File: src/rtl/lir_pkg.sv
// ---------------------------------------------------------------------------
// lir_pkg: shared types and constants of the linear interpolation resampler
// Field widths, register codes, reset values and the item and unit status
// structs used across the core and its serial arithmetic units.
// ---------------------------------------------------------------------------
package lir_pkg;

   localparam int RATE_W     = 18;
   localparam int SAMPLE_W   = 16;
   localparam int RESULT_CAP = 32;
   localparam int CSR_IDX_W  = 1;

   localparam int DEF_MAX_BURST   = 32;
   localparam int DEF_WEIGHT_BITS = 16;

   localparam logic [RATE_W-1:0] SOURCE_RATE_RESET = 18'd44100;
   localparam logic [RATE_W-1:0] TARGET_RATE_RESET = 18'd16000;

   localparam logic [CSR_IDX_W-1:0] REG_SOURCE_RATE = 1'd0;
   localparam logic [CSR_IDX_W-1:0] REG_TARGET_RATE = 1'd1;

   typedef struct packed {
      logic signed [SAMPLE_W-1:0] sample;
      logic                       stream_last;
   } req_type;

   typedef struct packed {
      logic signed [SAMPLE_W-1:0] value;
      logic                       burst_end;
      logic                       stream_end;
      logic                       dropped;
   } rsp_type;

   typedef struct packed {
      logic start;
      logic frac;
   } div_ctrl_type;

   typedef struct packed {
      logic busy;
      logic done;
   } unit_stat_type;

endpackage

File: src/rtl/lir_div.sv
// ---------------------------------------------------------------------------
// lir_div: bit-serial restoring divider
// Produces one quotient bit per cycle. Integer mode divides an 18-bit value
// over 18 steps; fraction mode divides (numer << WEIGHT_BITS) by a larger
// divisor over WEIGHT_BITS steps, starting from numer as partial remainder.
// ---------------------------------------------------------------------------
module lir_div #(
   parameter int  WEIGHT_BITS = lir_pkg::DEF_WEIGHT_BITS,
   localparam int QW = (WEIGHT_BITS > lir_pkg::RATE_W) ? WEIGHT_BITS : lir_pkg::RATE_W
) (
   input  logic                        clock,
   input  logic                        reset,
   input  lir_pkg::div_ctrl_type       ctrl,
   input  logic [lir_pkg::RATE_W-1:0]  numer,
   input  logic [lir_pkg::RATE_W-1:0]  divisor,
   output lir_pkg::unit_stat_type      stat,
   output logic [QW-1:0]               quotient,
   output logic [lir_pkg::RATE_W-1:0]  remainder
);
   import lir_pkg::*;

   localparam int CW = $clog2(QW + 1);

   logic [RATE_W-1:0] rem_ff, rem_in;
   logic [QW-1:0]     quo_ff, quo_in;
   logic [RATE_W-1:0] dvs_ff, dvs_in;
   logic [CW-1:0]     cnt_ff, cnt_in;
   logic              busy_ff, busy_in;
   logic              done_ff, done_in;

   logic [RATE_W:0]   shifted;
   logic [RATE_W:0]   trial;
   logic              fits;

   assign shifted = {rem_ff, quo_ff[QW-1]};
   assign trial   = shifted - {1'b0, dvs_ff};
   assign fits    = shifted >= {1'b0, dvs_ff};

   always_comb begin
      rem_in  = rem_ff;
      quo_in  = quo_ff;
      dvs_in  = dvs_ff;
      cnt_in  = cnt_ff;
      busy_in = busy_ff;
      done_in = 1'b0;
      if (ctrl.start) begin
         dvs_in  = divisor;
         busy_in = 1'b1;
         if (ctrl.frac) begin
            rem_in = numer;
            quo_in = '0;
            cnt_in = CW'(WEIGHT_BITS);
         end else begin
            // align the dividend to the top so it shifts out msb first
            rem_in = '0;
            quo_in = QW'(numer) << (QW - RATE_W);
            cnt_in = CW'(RATE_W);
         end
      end else if (busy_ff) begin
         rem_in = fits ? trial[RATE_W-1:0] : shifted[RATE_W-1:0];
         quo_in = {quo_ff[QW-2:0], fits};
         cnt_in = cnt_ff - 1'b1;
         if (cnt_ff == CW'(1)) begin
            busy_in = 1'b0;
            done_in = 1'b1;
         end
      end
   end

   always_ff @(posedge clock) begin
      if (reset) begin
         cnt_ff  <= '0;
         busy_ff <= 1'b0;
         done_ff <= 1'b0;
      end else begin
         cnt_ff  <= cnt_in;
         busy_ff <= busy_in;
         done_ff <= done_in;
      end
   end

   always_ff @(posedge clock) begin
      rem_ff <= rem_in;
      quo_ff <= quo_in;
      dvs_ff <= dvs_in;
   end

   assign stat.busy = busy_ff;
   assign stat.done = done_ff;
   assign quotient  = quo_ff;
   assign remainder = rem_ff;

endmodule

File: src/rtl/lir_mul.sv
// ---------------------------------------------------------------------------
// lir_mul: bit-serial interpolation multiplier
// Multiplies (right - left) by an unsigned weight one weight bit per cycle
// with a shift-add accumulator, then rounds to nearest and adds left.
// ---------------------------------------------------------------------------
module lir_mul #(
   parameter int WEIGHT_BITS = lir_pkg::DEF_WEIGHT_BITS
) (
   input  logic                                clock,
   input  logic                                reset,
   input  logic                                start,
   input  logic signed [lir_pkg::SAMPLE_W-1:0] left,
   input  logic signed [lir_pkg::SAMPLE_W-1:0] right,
   input  logic [WEIGHT_BITS-1:0]              weight,
   output lir_pkg::unit_stat_type              stat,
   output logic signed [lir_pkg::SAMPLE_W-1:0] value
);
   import lir_pkg::*;

   localparam int CW = $clog2(WEIGHT_BITS + 1);
   localparam int DW = SAMPLE_W + 1;
   localparam int HW = SAMPLE_W + 2;

   logic [SAMPLE_W-1:0]    left_ff, left_in;
   logic [DW-1:0]          diff_ff, diff_in;
   logic [HW-1:0]          hi_ff, hi_in;
   logic [WEIGHT_BITS-1:0] lo_ff, lo_in;
   logic [CW-1:0]          cnt_ff, cnt_in;
   logic                   busy_ff, busy_in;
   logic                   done_ff, done_in;

   logic [HW-1:0]          addend;
   logic [HW-1:0]          sum;
   logic [HW-1:0]          rounded;

   assign addend  = lo_ff[0] ? {diff_ff[DW-1], diff_ff} : '0;
   assign sum     = hi_ff + addend;
   // floor of the product plus the half bit gives round to nearest
   assign rounded = hi_ff + HW'(lo_ff[WEIGHT_BITS-1]);

   always_comb begin
      left_in = left_ff;
      diff_in = diff_ff;
      hi_in   = hi_ff;
      lo_in   = lo_ff;
      cnt_in  = cnt_ff;
      busy_in = busy_ff;
      done_in = 1'b0;
      if (start) begin
         left_in = left;
         diff_in = {right[SAMPLE_W-1], right} - {left[SAMPLE_W-1], left};
         hi_in   = '0;
         lo_in   = weight;
         cnt_in  = CW'(WEIGHT_BITS);
         busy_in = 1'b1;
      end else if (busy_ff) begin
         hi_in  = {sum[HW-1], sum[HW-1:1]};
         lo_in  = {sum[0], lo_ff[WEIGHT_BITS-1:1]};
         cnt_in = cnt_ff - 1'b1;
         if (cnt_ff == CW'(1)) begin
            busy_in = 1'b0;
            done_in = 1'b1;
         end
      end
   end

   always_ff @(posedge clock) begin
      if (reset) begin
         cnt_ff  <= '0;
         busy_ff <= 1'b0;
         done_ff <= 1'b0;
      end else begin
         cnt_ff  <= cnt_in;
         busy_ff <= busy_in;
         done_ff <= done_in;
      end
   end

   always_ff @(posedge clock) begin
      left_ff <= left_in;
      diff_ff <= diff_in;
      hi_ff   <= hi_in;
      lo_ff   <= lo_in;
   end

   assign stat.busy = busy_ff;
   assign stat.done = done_ff;
   assign value     = left_ff + rounded[SAMPLE_W-1:0];

endmodule

File: src/rtl/linear_interp_resampler_core.sv
// ---------------------------------------------------------------------------
// linear_interp_resampler_core: linear interpolation sample rate converter
// Converts a stream of signed 16-bit samples from source_rate to target_rate.
//
// Input items (sample, stream_last) enter on req_valid / req_stall; the core
// stalls while it works on one item. Each item yields zero to MAX_BURST
// results (capped at 32) on rsp_valid / rsp_stall, the last one flagged
// burst_end, and on a final item also stream_end. Outputs past the cap are
// dropped, flagged on every result of that item. Rates are written through
// csr_valid / csr_ready (always ready); the user must write them only while
// idle, which the core itself does not enforce. A rate of 0 acts as 1.
//
// The core has one shared bit-serial divider and one bit-serial multiplier.
// An item that crosses output positions runs two divisions, a final item
// with tail outputs one more, then each interpolated result a weight
// division and a multiply; a tail copy repeats the current sample.
// A result waits in the output register while the core takes the next item;
// a stalled receiver holds the core once a second result is ready.
// Reset restores the default rates and starts a fresh stream.
// ---------------------------------------------------------------------------
module linear_interp_resampler_core #(
   parameter int MAX_BURST   = lir_pkg::DEF_MAX_BURST,
   parameter int WEIGHT_BITS = lir_pkg::DEF_WEIGHT_BITS
) (
   input  logic                           clock,
   input  logic                           reset,
   input  logic                           req_valid,
   output logic                           req_stall,
   input  lir_pkg::req_type               req_data,
   output logic                           rsp_valid,
   input  logic                           rsp_stall,
   output lir_pkg::rsp_type               rsp_data,
   input  logic                           csr_valid,
   output logic                           csr_ready,
   input  logic [lir_pkg::CSR_IDX_W-1:0]  csr_index,
   input  logic [lir_pkg::RATE_W-1:0]     csr_wdata
);
   import lir_pkg::*;

   localparam int CAP   = (MAX_BURST < RESULT_CAP) ? MAX_BURST : RESULT_CAP;
   localparam int CNT_W = $clog2(CAP + 1);
   localparam int QW    = (WEIGHT_BITS > RATE_W) ? WEIGHT_BITS : RATE_W;

   localparam logic [3:0] ST_IDLE     = 4'd0;
   localparam logic [3:0] ST_K1       = 4'd1;
   localparam logic [3:0] ST_ADV      = 4'd2;
   localparam logic [3:0] ST_TAIL_CHK = 4'd3;
   localparam logic [3:0] ST_TAIL     = 4'd4;
   localparam logic [3:0] ST_EMIT     = 4'd5;
   localparam logic [3:0] ST_WDIV     = 4'd6;
   localparam logic [3:0] ST_MUL      = 4'd7;
   localparam logic [3:0] ST_OUT      = 4'd8;

   // control and stream state
   logic [3:0]          state_ff, state_in;
   logic [RATE_W-1:0]   src_ff, src_in;
   logic [RATE_W-1:0]   tgt_ff, tgt_in;
   logic [SAMPLE_W-1:0] prev_ff, prev_in;
   logic                have_ff, have_in;
   logic [RATE_W-1:0]   u_ff, u_in;
   logic [RATE_W-1:0]   r_ff, r_in;
   logic                rsp_valid_ff, rsp_valid_in;

   // per-item working registers
   logic [SAMPLE_W-1:0] cur_ff, cur_in;
   logic                last_ff, last_in;
   logic [SAMPLE_W-1:0] left_ff, left_in;
   logic [RATE_W-1:0]   rm_ff, rm_in;
   logic [RATE_W-1:0]   unew_ff, unew_in;
   logic [RATE_W-1:0]   rnew_ff, rnew_in;
   logic [CNT_W-1:0]    n1_ff, n1_in;
   logic [CNT_W-1:0]    n2_ff, n2_in;
   logic [CNT_W-1:0]    idx_ff, idx_in;
   logic                drop_ff, drop_in;
   logic [SAMPLE_W-1:0] val_ff, val_in;
   rsp_type             rsp_data_ff, rsp_data_in;

   logic [RATE_W-1:0]   s_eff;
   logic [RATE_W-1:0]   t_eff;
   logic [RATE_W-1:0]   r_clamp;
   logic [CNT_W-1:0]    total;
   logic [CNT_W-1:0]    idx_next;
   logic                out_free;
   logic                out_load;

   div_ctrl_type        div_ctrl;
   unit_stat_type       div_stat;
   logic [RATE_W-1:0]   div_numer;
   logic [RATE_W-1:0]   div_divisor;
   logic [QW-1:0]       div_quo;
   logic [RATE_W-1:0]   div_rem;

   logic                mul_start;
   unit_stat_type       mul_stat;
   logic [SAMPLE_W-1:0] mul_value;

   assign s_eff    = (src_ff == '0) ? RATE_W'(1) : src_ff;
   assign t_eff    = (tgt_ff == '0) ? RATE_W'(1) : tgt_ff;
   assign r_clamp  = (r_ff >= t_eff) ? t_eff - 1'b1 : r_ff;
   assign total    = n1_ff + n2_ff;
   assign idx_next = idx_ff + 1'b1;
   assign out_free = !rsp_valid_ff || !rsp_stall;
   assign out_load = (state_ff == ST_OUT) && out_free;

   lir_div #(.WEIGHT_BITS(WEIGHT_BITS)) u_div (
      .clock     (clock),
      .reset     (reset),
      .ctrl      (div_ctrl),
      .numer     (div_numer),
      .divisor   (div_divisor),
      .stat      (div_stat),
      .quotient  (div_quo),
      .remainder (div_rem)
   );

   lir_mul #(.WEIGHT_BITS(WEIGHT_BITS)) u_mul (
      .clock  (clock),
      .reset  (reset),
      .start  (mul_start),
      .left   (left_ff),
      .right  (cur_ff),
      .weight (div_quo[WEIGHT_BITS-1:0]),
      .stat   (mul_stat),
      .value  (mul_value)
   );

   // rate registers
   always_comb begin
      src_in = src_ff;
      tgt_in = tgt_ff;
      if (csr_valid) begin
         unique case (csr_index)
            REG_SOURCE_RATE: src_in = csr_wdata;
            REG_TARGET_RATE: tgt_in = csr_wdata;
            default: ;
         endcase
      end
   end

   always_comb begin
      logic [RATE_W-1:0] k1;
      logic [RATE_W-1:0] k2;
      logic [RATE_W-1:0] excess;
      logic [CNT_W-1:0]  avail;

      k1     = div_quo[RATE_W-1:0] + RATE_W'(div_rem != '0);
      k2     = k1;
      excess = (div_rem == '0) ? '0 : s_eff - div_rem;
      avail  = CNT_W'(CAP) - n1_ff;

      state_in    = state_ff;
      prev_in     = prev_ff;
      have_in     = have_ff;
      u_in        = u_ff;
      r_in        = r_ff;
      cur_in      = cur_ff;
      last_in     = last_ff;
      left_in     = left_ff;
      rm_in       = rm_ff;
      unew_in     = unew_ff;
      rnew_in     = rnew_ff;
      n1_in       = n1_ff;
      n2_in       = n2_ff;
      idx_in      = idx_ff;
      drop_in     = drop_ff;
      val_in      = val_ff;
      div_ctrl    = '0;
      div_numer   = '0;
      div_divisor = t_eff;
      mul_start   = 1'b0;

      rsp_data_in            = rsp_data_ff;
      rsp_valid_in           = rsp_valid_ff && rsp_stall;

      unique case (state_ff)
         ST_IDLE: begin
            if (req_valid) begin
               cur_in  = req_data.sample;
               last_in = req_data.stream_last;
               left_in = prev_ff;
               rm_in   = r_clamp;
               n1_in   = '0;
               n2_in   = '0;
               idx_in  = '0;
               drop_in = 1'b0;
               if (have_ff && u_ff == '0) begin
                  // outputs fall between the held sample and this one
                  div_ctrl.start = 1'b1;
                  div_numer      = t_eff - r_clamp;
                  div_divisor    = s_eff;
                  state_in       = ST_K1;
               end else begin
                  unew_in  = have_ff ? u_ff - 1'b1 : '0;
                  rnew_in  = r_clamp;
                  state_in = ST_TAIL_CHK;
               end
            end
         end
         ST_K1: begin
            if (div_stat.done) begin
               n1_in   = (k1 > RATE_W'(CAP)) ? CNT_W'(CAP) : k1[CNT_W-1:0];
               drop_in = k1 > RATE_W'(CAP);
               // overshoot past the next sample splits into whole samples and phase
               div_ctrl.start = 1'b1;
               div_numer      = excess;
               div_divisor    = t_eff;
               state_in       = ST_ADV;
            end
         end
         ST_ADV: begin
            if (div_stat.done) begin
               unew_in  = div_quo[RATE_W-1:0];
               rnew_in  = div_rem;
               state_in = ST_TAIL_CHK;
            end
         end
         ST_TAIL_CHK: begin
            if (last_ff && unew_ff == '0) begin
               div_ctrl.start = 1'b1;
               div_numer      = t_eff - rnew_ff;
               div_divisor    = s_eff;
               state_in       = ST_TAIL;
            end else begin
               state_in = ST_EMIT;
            end
         end
         ST_TAIL: begin
            if (div_stat.done) begin
               n2_in    = (k2 > RATE_W'(avail)) ? avail : k2[CNT_W-1:0];
               drop_in  = drop_ff || (k2 > RATE_W'(avail));
               state_in = ST_EMIT;
            end
         end
         ST_EMIT: begin
            if (idx_ff == total) begin
               // commit stream state, clear it after the final item
               if (last_ff) begin
                  prev_in = '0;
                  have_in = 1'b0;
                  u_in    = '0;
                  r_in    = '0;
               end else begin
                  prev_in = cur_ff;
                  have_in = 1'b1;
                  u_in    = unew_ff;
                  r_in    = rnew_ff;
               end
               state_in = ST_IDLE;
            end else if (idx_ff < n1_ff) begin
               div_ctrl.start = 1'b1;
               div_ctrl.frac  = 1'b1;
               div_numer      = rm_ff;
               div_divisor    = t_eff;
               state_in       = ST_WDIV;
            end else begin
               val_in   = cur_ff;
               state_in = ST_OUT;
            end
         end
         ST_WDIV: begin
            if (div_stat.done) begin
               mul_start = 1'b1;
               rm_in     = rm_ff + s_eff;
               state_in  = ST_MUL;
            end
         end
         ST_MUL: begin
            if (mul_stat.done) begin
               val_in   = mul_value;
               state_in = ST_OUT;
            end
         end
         ST_OUT: begin
            if (out_free) begin
               rsp_valid_in           = 1'b1;
               rsp_data_in.value      = val_ff;
               rsp_data_in.burst_end  = idx_next == total;
               rsp_data_in.stream_end = (idx_next == total) && last_ff;
               rsp_data_in.dropped    = drop_ff;
               idx_in                 = idx_next;
               state_in               = ST_EMIT;
            end
         end
         default: state_in = ST_IDLE;
      endcase
   end

   always_ff @(posedge clock) begin
      if (reset) begin
         state_ff     <= ST_IDLE;
         src_ff       <= SOURCE_RATE_RESET;
         tgt_ff       <= TARGET_RATE_RESET;
         prev_ff      <= '0;
         have_ff      <= 1'b0;
         u_ff         <= '0;
         r_ff         <= '0;
         rsp_valid_ff <= 1'b0;
      end else begin
         state_ff     <= state_in;
         src_ff       <= src_in;
         tgt_ff       <= tgt_in;
         prev_ff      <= prev_in;
         have_ff      <= have_in;
         u_ff         <= u_in;
         r_ff         <= r_in;
         rsp_valid_ff <= rsp_valid_in;
      end
   end

   always_ff @(posedge clock) begin
      cur_ff      <= cur_in;
      last_ff     <= last_in;
      left_ff     <= left_in;
      rm_ff       <= rm_in;
      unew_ff     <= unew_in;
      rnew_ff     <= rnew_in;
      n1_ff       <= n1_in;
      n2_ff       <= n2_in;
      idx_ff      <= idx_in;
      drop_ff     <= drop_in;
      val_ff      <= val_in;
      rsp_data_ff <= rsp_data_in;
   end

   assign req_stall = state_ff != ST_IDLE;
   assign rsp_valid = rsp_valid_ff;
   assign rsp_data  = rsp_data_ff;
   assign csr_ready = 1'b1;

`ifndef ASSERT_OFF
   a_div_idle_start: assert property (@(posedge clock) disable iff (reset)
      div_ctrl.start |-> !div_stat.busy)
      else $error("divider started while busy");

   a_out_in_range: assert property (@(posedge clock) disable iff (reset)
      out_load |-> (idx_ff < total))
      else $error("result loaded beyond item count");

   a_count_cap: assert property (@(posedge clock) disable iff (reset)
      (state_ff == ST_EMIT) |-> (({1'b0, n1_ff} + {1'b0, n2_ff}) <= (CNT_W + 1)'(CAP)))
      else $error("result count above burst cap");

   a_burst_end_idle: assert property (@(posedge clock) disable iff (reset)
      (out_load && rsp_data_in.burst_end) |=> (state_ff == ST_EMIT) ##1 (state_ff == ST_IDLE))
      else $error("item did not finish after its last result");
`endif

endmodule
File: config.mk
export PLATFORM = sky130hd
export DESIGN_NAME = linear_interp_resampler_core
export DESIGN_NICKNAME = d
export VERILOG_FILES = /design/src/rtl/lir_pkg.sv /design/src/rtl/lir_div.sv /design/src/rtl/lir_mul.sv /design/src/rtl/linear_interp_resampler_core.sv
export SDC_FILE = /design/constraint.sdc
export NUM_CORES = 1
export LEC_CHECK = 0
export BUFFER_PORTS_ARGS = -buffer_cell sky130_fd_sc_hd__buf_4
export CORE_ASPECT_RATIO = 0.6
export CORE_UTILIZATION = 58
export DETAILED_ROUTE_END_ITERATION = 12
export PLACE_DENSITY = 0.83
export REMOVE_ABC_BUFFERS = 1
export SETUP_SLACK_MARGIN = 0.2
export SLEW_MARGIN = 20
export SYNTH_ARGS = -nofsm -noshare
export SYNTH_HDL_FRONTEND = slang
export SYNTH_SLANG_ARGS = --single-unit
File: constraint.sdc
create_clock -name clock -period 7.1 [get_ports clock]
set_input_delay 1.065 -clock clock [delete_from_list [all_inputs] [get_ports clock]]
set_output_delay 1.065 -clock clock [all_outputs]
set_load 0.02 [all_outputs]
* Yosys cells after proc, flatten, opt, wreduce, memory -nomap -nowiden
Cells that the tools add are included.
** Word-level totals
- Bits in registers :: 369
- Bits of input ports :: 41
- Output and inout port bits :: 22
** Operators by class
- $add $sub $neg :: 17
- $lt $le $gt $ge :: 5
- Eq/ne operators :: 22
- Mux-type cells :: 94
- Bitwise gates (word level) :: 3
- Reduce and logical (&&, ||, !) cells :: 41
** Operator list (number)
- 18-bit two-way mux :: 32
- 18-bit one-hot mux with 2 select lines :: 4
- 16-bit two-way mux :: 6
- 18-bit zero test :: 5
- 18-bit one-hot mux with 4 select lines :: 1
- 18-bit subtractor :: 4
- 18-bit adder :: 2
- 4-bit two-way mux :: 9
- 6-bit two-way mux :: 6
- 4-bit one-hot mux with 9 select lines :: 1
- 6-bit one-hot mux with 2 select lines :: 3
- 18-bit by 1-bit subtractor with 18-bit output (second input constant) :: 2
- 16-bit one-hot mux with 2 select lines :: 1
- 1-bit two-way mux :: 21
- 5-bit two-way mux :: 4
- 19-bit by 18-bit >= comparator with 1-bit output :: 1
- 18-bit by 1-bit adder with 18-bit output :: 1
- 18-bit >= comparator :: 1
- 18-bit by 6-bit greater-than comparator with 1-bit output :: 1
- 18-bit by 6-bit greater-than comparator with 1-bit output (second input constant) :: 1
- 18-bit nonzero test :: 1
- 16-bit by 16-bit subtractor with 17-bit output :: 1
- 16-bit adder :: 1
- 16-bit by 2-bit adder with 16-bit output :: 1
- 30 further kinds :: 72

* Depth between registers and ports, before layout
- Depth in word-level cells :: 10
- Depth in mapped cells :: 28
- Depth with buffers taken out :: 25

* Hierarchy
A second synthesis with hierarchy kept.
** Unflattened totals
- Cell total of the unflattened synthesis :: 2573
- Area total of the unflattened synthesis :: 23870.4 um^2
** Modules (own cells, without submodules)
- linear_interp_resampler_core :: instances 1, cells an instance 1755, area each 15366.0 um^2
- lir_mul :: instances 1, cells an instance 511, area each 5031.1 um^2
- lir_div :: instances 1, cells an instance 307, area each 3473.3 um^2

* Worst setup path before layout
OpenSTA, ideal clock, no wires.
- Path kind :: reg-to-reg
- From :: register tgt_ff[9]
- To :: register u_div.quo_ff[14] (netlist: u_div.quotient[14]) (data pin)
- Data arrival time :: 6351 ps
- Setup slack :: 488 ps
- Cell stages (with the launch flop) :: 29
- Buffers on the path :: 3
- Cells stage by stage :: dfxtp_1 > buf_6 > or4_4 > or3_4 > or4_4 > o21bai_4 > ha_1 > nand2b_1 > a211oi_1 > o21ai_0 > a21oi_1 > o211ai_1 > a21oi_1 > buf_1 > clkbuf_1 > nor2_1 > a21oi_1 > inv_1 > ha_1 > fa_1 > nor2b_1 > o211ai_1 > a21oi_1 > a31oi_1 > o31ai_1 > nor2_1 > xnor2_1 > a22o_1 > a311o_1
** On the way
- Cells in the longest elaborated chain, start to end :: 10
- Elaborated cells on any way between the ends :: 13
- Classes of those cells :: add/sub (3); order compare (1); mux (8); reduce/logical (1)
** Ends and longest elaborated chain
- from (decl) :: RTL line linear_interp_resampler_core.sv:57 : logic [RATE_W-1:0] tgt_ff, tgt_in;
- from (signal assigned) :: RTL line linear_interp_resampler_core.sv:301 : tgt_ff <= tgt_in;
- 18-bit zero test :: RTL line linear_interp_resampler_core.sv:98 : assign t_eff = (tgt_ff == '0) ? RATE_W'(1) : tgt_ff;
- 18-bit two-way mux * :: RTL line linear_interp_resampler_core.sv:98
- 18-bit by 1-bit subtractor with 18-bit output / 18-bit >= comparator (equally long branches) :: RTL line linear_interp_resampler_core.sv:99 : assign r_clamp = (r_ff >= t_eff) ? t_eff - 1'b1 : r_ff;
- 18-bit two-way mux :: RTL line linear_interp_resampler_core.sv:99
- 18-bit subtractor :: RTL line linear_interp_resampler_core.sv:189 : div_numer = t_eff - r_clamp;
- 18-bit two-way mux :: RTL line linear_interp_resampler_core.sv:186 : if (have_ff && u_ff == '0) begin
- 18-bit two-way mux :: RTL line linear_interp_resampler_core.sv:177 : if (req_valid) begin
- 18-bit one-hot mux with 4 select lines * :: RTL line linear_interp_resampler_core.sv:175 : unique case (state_ff)
- 18-bit two-way mux * :: RTL line lir_div.sv:49 : if (ctrl.frac) begin
- 18-bit two-way mux * :: RTL line lir_div.sv:46 : if (ctrl.start) begin
- named net u_div.quo_in[14] :: RTL line lir_div.sv:25 : logic [QW-1:0] quo_ff, quo_in;
- to (signal assigned) :: RTL line lir_div.sv:84 : quo_ff <= quo_in;
- to (decl) :: RTL line lir_div.sv:25
Mark *: on every way through the listed nets, which the timed path passes. The rest lies on a longest branch.
A chain may end at the register's enable or synchronous reset.

* Worst setup path after layout
- From :: register tgt_ff[1]
- To :: register u_div.quo_ff[14] (netlist: u_div.quotient[14]) (data pin)
Same word-level chain as after synthesis.

==> results.toml <==
[setup_path]
cp.arrival_ns = 6.88
r2r.worst_path.cells = 26
startpoint = "tgt_ff[1]$_SDFFE_PP0P_"
crit_path_top_delay_cell = "or4_4"
cpMostUsedCell = "buf_4"
slowest_delay_ns = 0.47
crit_path_max_fanout = 12
r2r_start = "tgt_ff[1]$_SDFFE_PP0P_"
crit_buf_inv = 4
cp_num_cells = 26
critPathKind = "flop to flop"
cp-end-kind = "flop"
path_delay_family = "compound AO/OA/AOI/OAI gates"
cp-start-kind = "flop"
r2r_slack_ns = 0.52
crit_required_ns = 7.40
timing.rr.end = "u_div.quotient[14]$_DFFE_PP_"
crit_path_end = "u_div.quotient[14]$_DFFE_PP_"

[synth]
synth_top_family_by_area = "simple AND/OR/NAND/NOR gates"
ys_types = 84
ys_top_cells_by_area = "edfxtp_1, dfxtp_1, ha_1"
synth_seq_cells = 369
yosys_warnings = 0
syn_area_mm2 = 0.0228
synth_flop_cell = "edfxtp_1"
syn_inst = 2458
synth_mux_area_share_pct = 1.16
synth_common_cells = "nand2_1, edfxtp_1, a21oi_1, ha_1, nor2_1"
yosysSeqAreaShare_pct = 43.1
synthAdderAreaFrac_pct = 10.6
yosysTopAreaCell = "edfxtp_1"
synth_xor_area_share_pct = 6.56
async_flop_share_pct = 0
synth_area_per_cell_um2 = 9.27
synth_simple_gate_area_share_pct = 18.0
synth_top_area_share_pct = 32.1
synth-edff-count = 244
synth_most_common_cell = "nand2_1"
synth-compound-area-share_pct = 15.8

[sta]
grt_setup_unrepaired = "no"
fmax_mhz = 152
holdWs_ns = 0.425
fin_skew_ns = 0.0179
finalCritPeriodShare_pct = 92.6
finalHoldViolCount = 0
setup-violations-final = 0
drv_slew = 0
worst_pin_slew_ns = 1.16
relSlewSlack_pct = 21.7
period_minus_slack_ns = 6.58

[finish]
n_fill_cell = 3068
n_antenna_cell = 0
nets = 2699
final_util_pct = 65.3
drive_gt1_share_pct = 7.84
syn2layout_area_growth_pct = 9.38

[clocking]
ctsRootBufferMaster = "clkbuf_16"
cts_tree = "done"
postCtsSetupBuffers = 0
cts.sinks = 369
cts_buffers = 38
path_clk_slew_ns = 0.06
clkLatencyLatePin_ns = 0.56
ctsLongestPathBuffers = 3
h-tree-depth = 2

[die]
placementRows = 55
die_width_um = 258
core_area_mm2 = 0.0382
die_y_um = 156
ioPinCount = 63
initial_utilization_pct = 59.7
fp.dieArea_mm2 = 0.0401

[power_and_ir_drop]
total_power_uw = 7520
p_per_area_mw_per_mm2 = 302
p_leak_uw = 0.0100
ir_drop_uv = 242

[run_status]
status = "completed"

[grt]
grt_pass1_vias = 18000
overflow = 0
antenna_found_initial = 0
use_met2_pct = 46.5
grt.busiest_layer = "met1"
grt_pass1_wl_um = 106000
gr-usage-met1_pct = 54.9
grt_max_degree = 62
grt_usage_pct = 34.4
met3_usage_pct = 8.04

[detailed_routing]
vias = 19400
vias_per_cell = 6.43
post_drt_wl_per_cell_um = 23.0
drt_iter0_drc = 2589
drc = 0
ant_nets = 0
routed_wl_um = 69400
dr.pass1.iters = 6

[worst_hold_path]
min_path_type = "flop to flop"

[placed_design]
io_buffers = 61
place_hpwl_um = 51100
place_congestion = 1.02

[flow_run]
drv_cap = 0
[power by group]
group | leakage [uW] | switching (uW) | internal, uW
clock network | 0.000582 | 876 | 1110
registers | 0.00329 | 254 | 2740
logic | 0.00614 | 1620 | 929
[state kept, by name, indices dropped and copies added, names as in the netlist, 16 cells and up]
register         cells
cur_ff              16
left_ff             16
prev_ff             16
r_ff                18
rm_ff               18
rnew_ff             18
rsp_data            19
src_ff              18
tgt_ff              18
u_div.dvs_ff        18
u_div.quotient      18
u_div.remainder     18
u_ff                18
u_mul.diff_ff       17
u_mul.hi_ff         17
u_mul.left_ff       16
u_mul.lo_ff         16
unew_ff             18
val_ff              16
[timing repair]
action                     4_1_cts  5_1_grt
setup endpoints to repair        0        4
hold buffers                     0        0
gates resized for setup          0        6
[cells in the final DEF (no fill, tap or decap), drive strengths merged, types with 17 or more instances in the layout]
master and count:
dfxtp 125, mux2i 23, nand3 40, o31ai 20
nand3b 50, and3 20, xor2 54, buf 93
clkbuf 55, or3 17, ha 177, nor2b 26
nand2 312, a22o 23, o21ai 142, edfxtp 244
and2 24, nor4 26, a21oi 207, o21a 24
nor3 81, nand2b 23, a21o 33, a211oi 18
inv 159, nor2 172, nand4 18, xnor2 109
a31oi 17
[worst min path at each step]
stage / startpoint / to / slack (ns) / cells past startpoint
after global placement: val_ff[11]$_DFFE_PP_ / rsp_data[14]$_DFFE_PP_ / 0.40 / 0
after detailed placement: val_ff[9]$_DFFE_PP_ / rsp_data[12]$_DFFE_PP_ / 0.41 / 0
after floorplan: val_ff[7]$_DFFE_PP_ / rsp_data[10]$_DFFE_PP_ / 0.40 / 0
final: val_ff[7]$_DFFE_PP_ / rsp_data[10]$_DFFE_PP_ / 0.43 / 0
after global routing: val_ff[14]$_DFFE_PP_ / rsp_data[17]$_DFFE_PP_ / 0.43 / 0
after CTS: val_ff[9]$_DFFE_PP_ / rsp_data[12]$_DFFE_PP_ / 0.42 / 0
[layout make-up]
class | instances | area (um2) | share of cell area (%)
Multi-Input combinational cell | 1811 | 12000 | 48.0
Sequential cell | 369 | 9830 | 39.4
Clock buffer | 55 | 1100 | 4.40
Timing Repair Buffer | 93 | 698 | 2.80
Tap cell | 513 | 642 | 2.57
Inverter | 158 | 593 | 2.38
Clock inverter | 14 | 103 | 0.411
[stage by stage]
step                      area, um2  TNS, ns  std cells  setup WS (ns)
final                         24900        0       3013          0.523
after global routing          24900        0       3013          0.219
after CTS                     24900        0       3013          0.414
after detailed placement      23700        0       2944          0.449
after global placement        23700        0       2944          0.654
after floorplan               22300  -0.0223       2338        -0.0223
[per-layer routing]
layer | vias to the layer above | part of all wire (%)
li1 | 8801 | -
met4 | 0 | 1.7
met3 | 101 | 13
met2 | 1162 | 39
met1 | 9307 | 46
met5 | - | 0
[kinds of logic after synthesis]
logic type	after synthesis
AND/OR/NAND/NOR	849
other	1
flip-flops	369
AO/OA/AOI/OAI	583
buffers and inverters	278
adder cells (fa/ha/maj)	187
XOR/XNOR	166
multiplexers	25
Power figures use the tool's default switching activity.
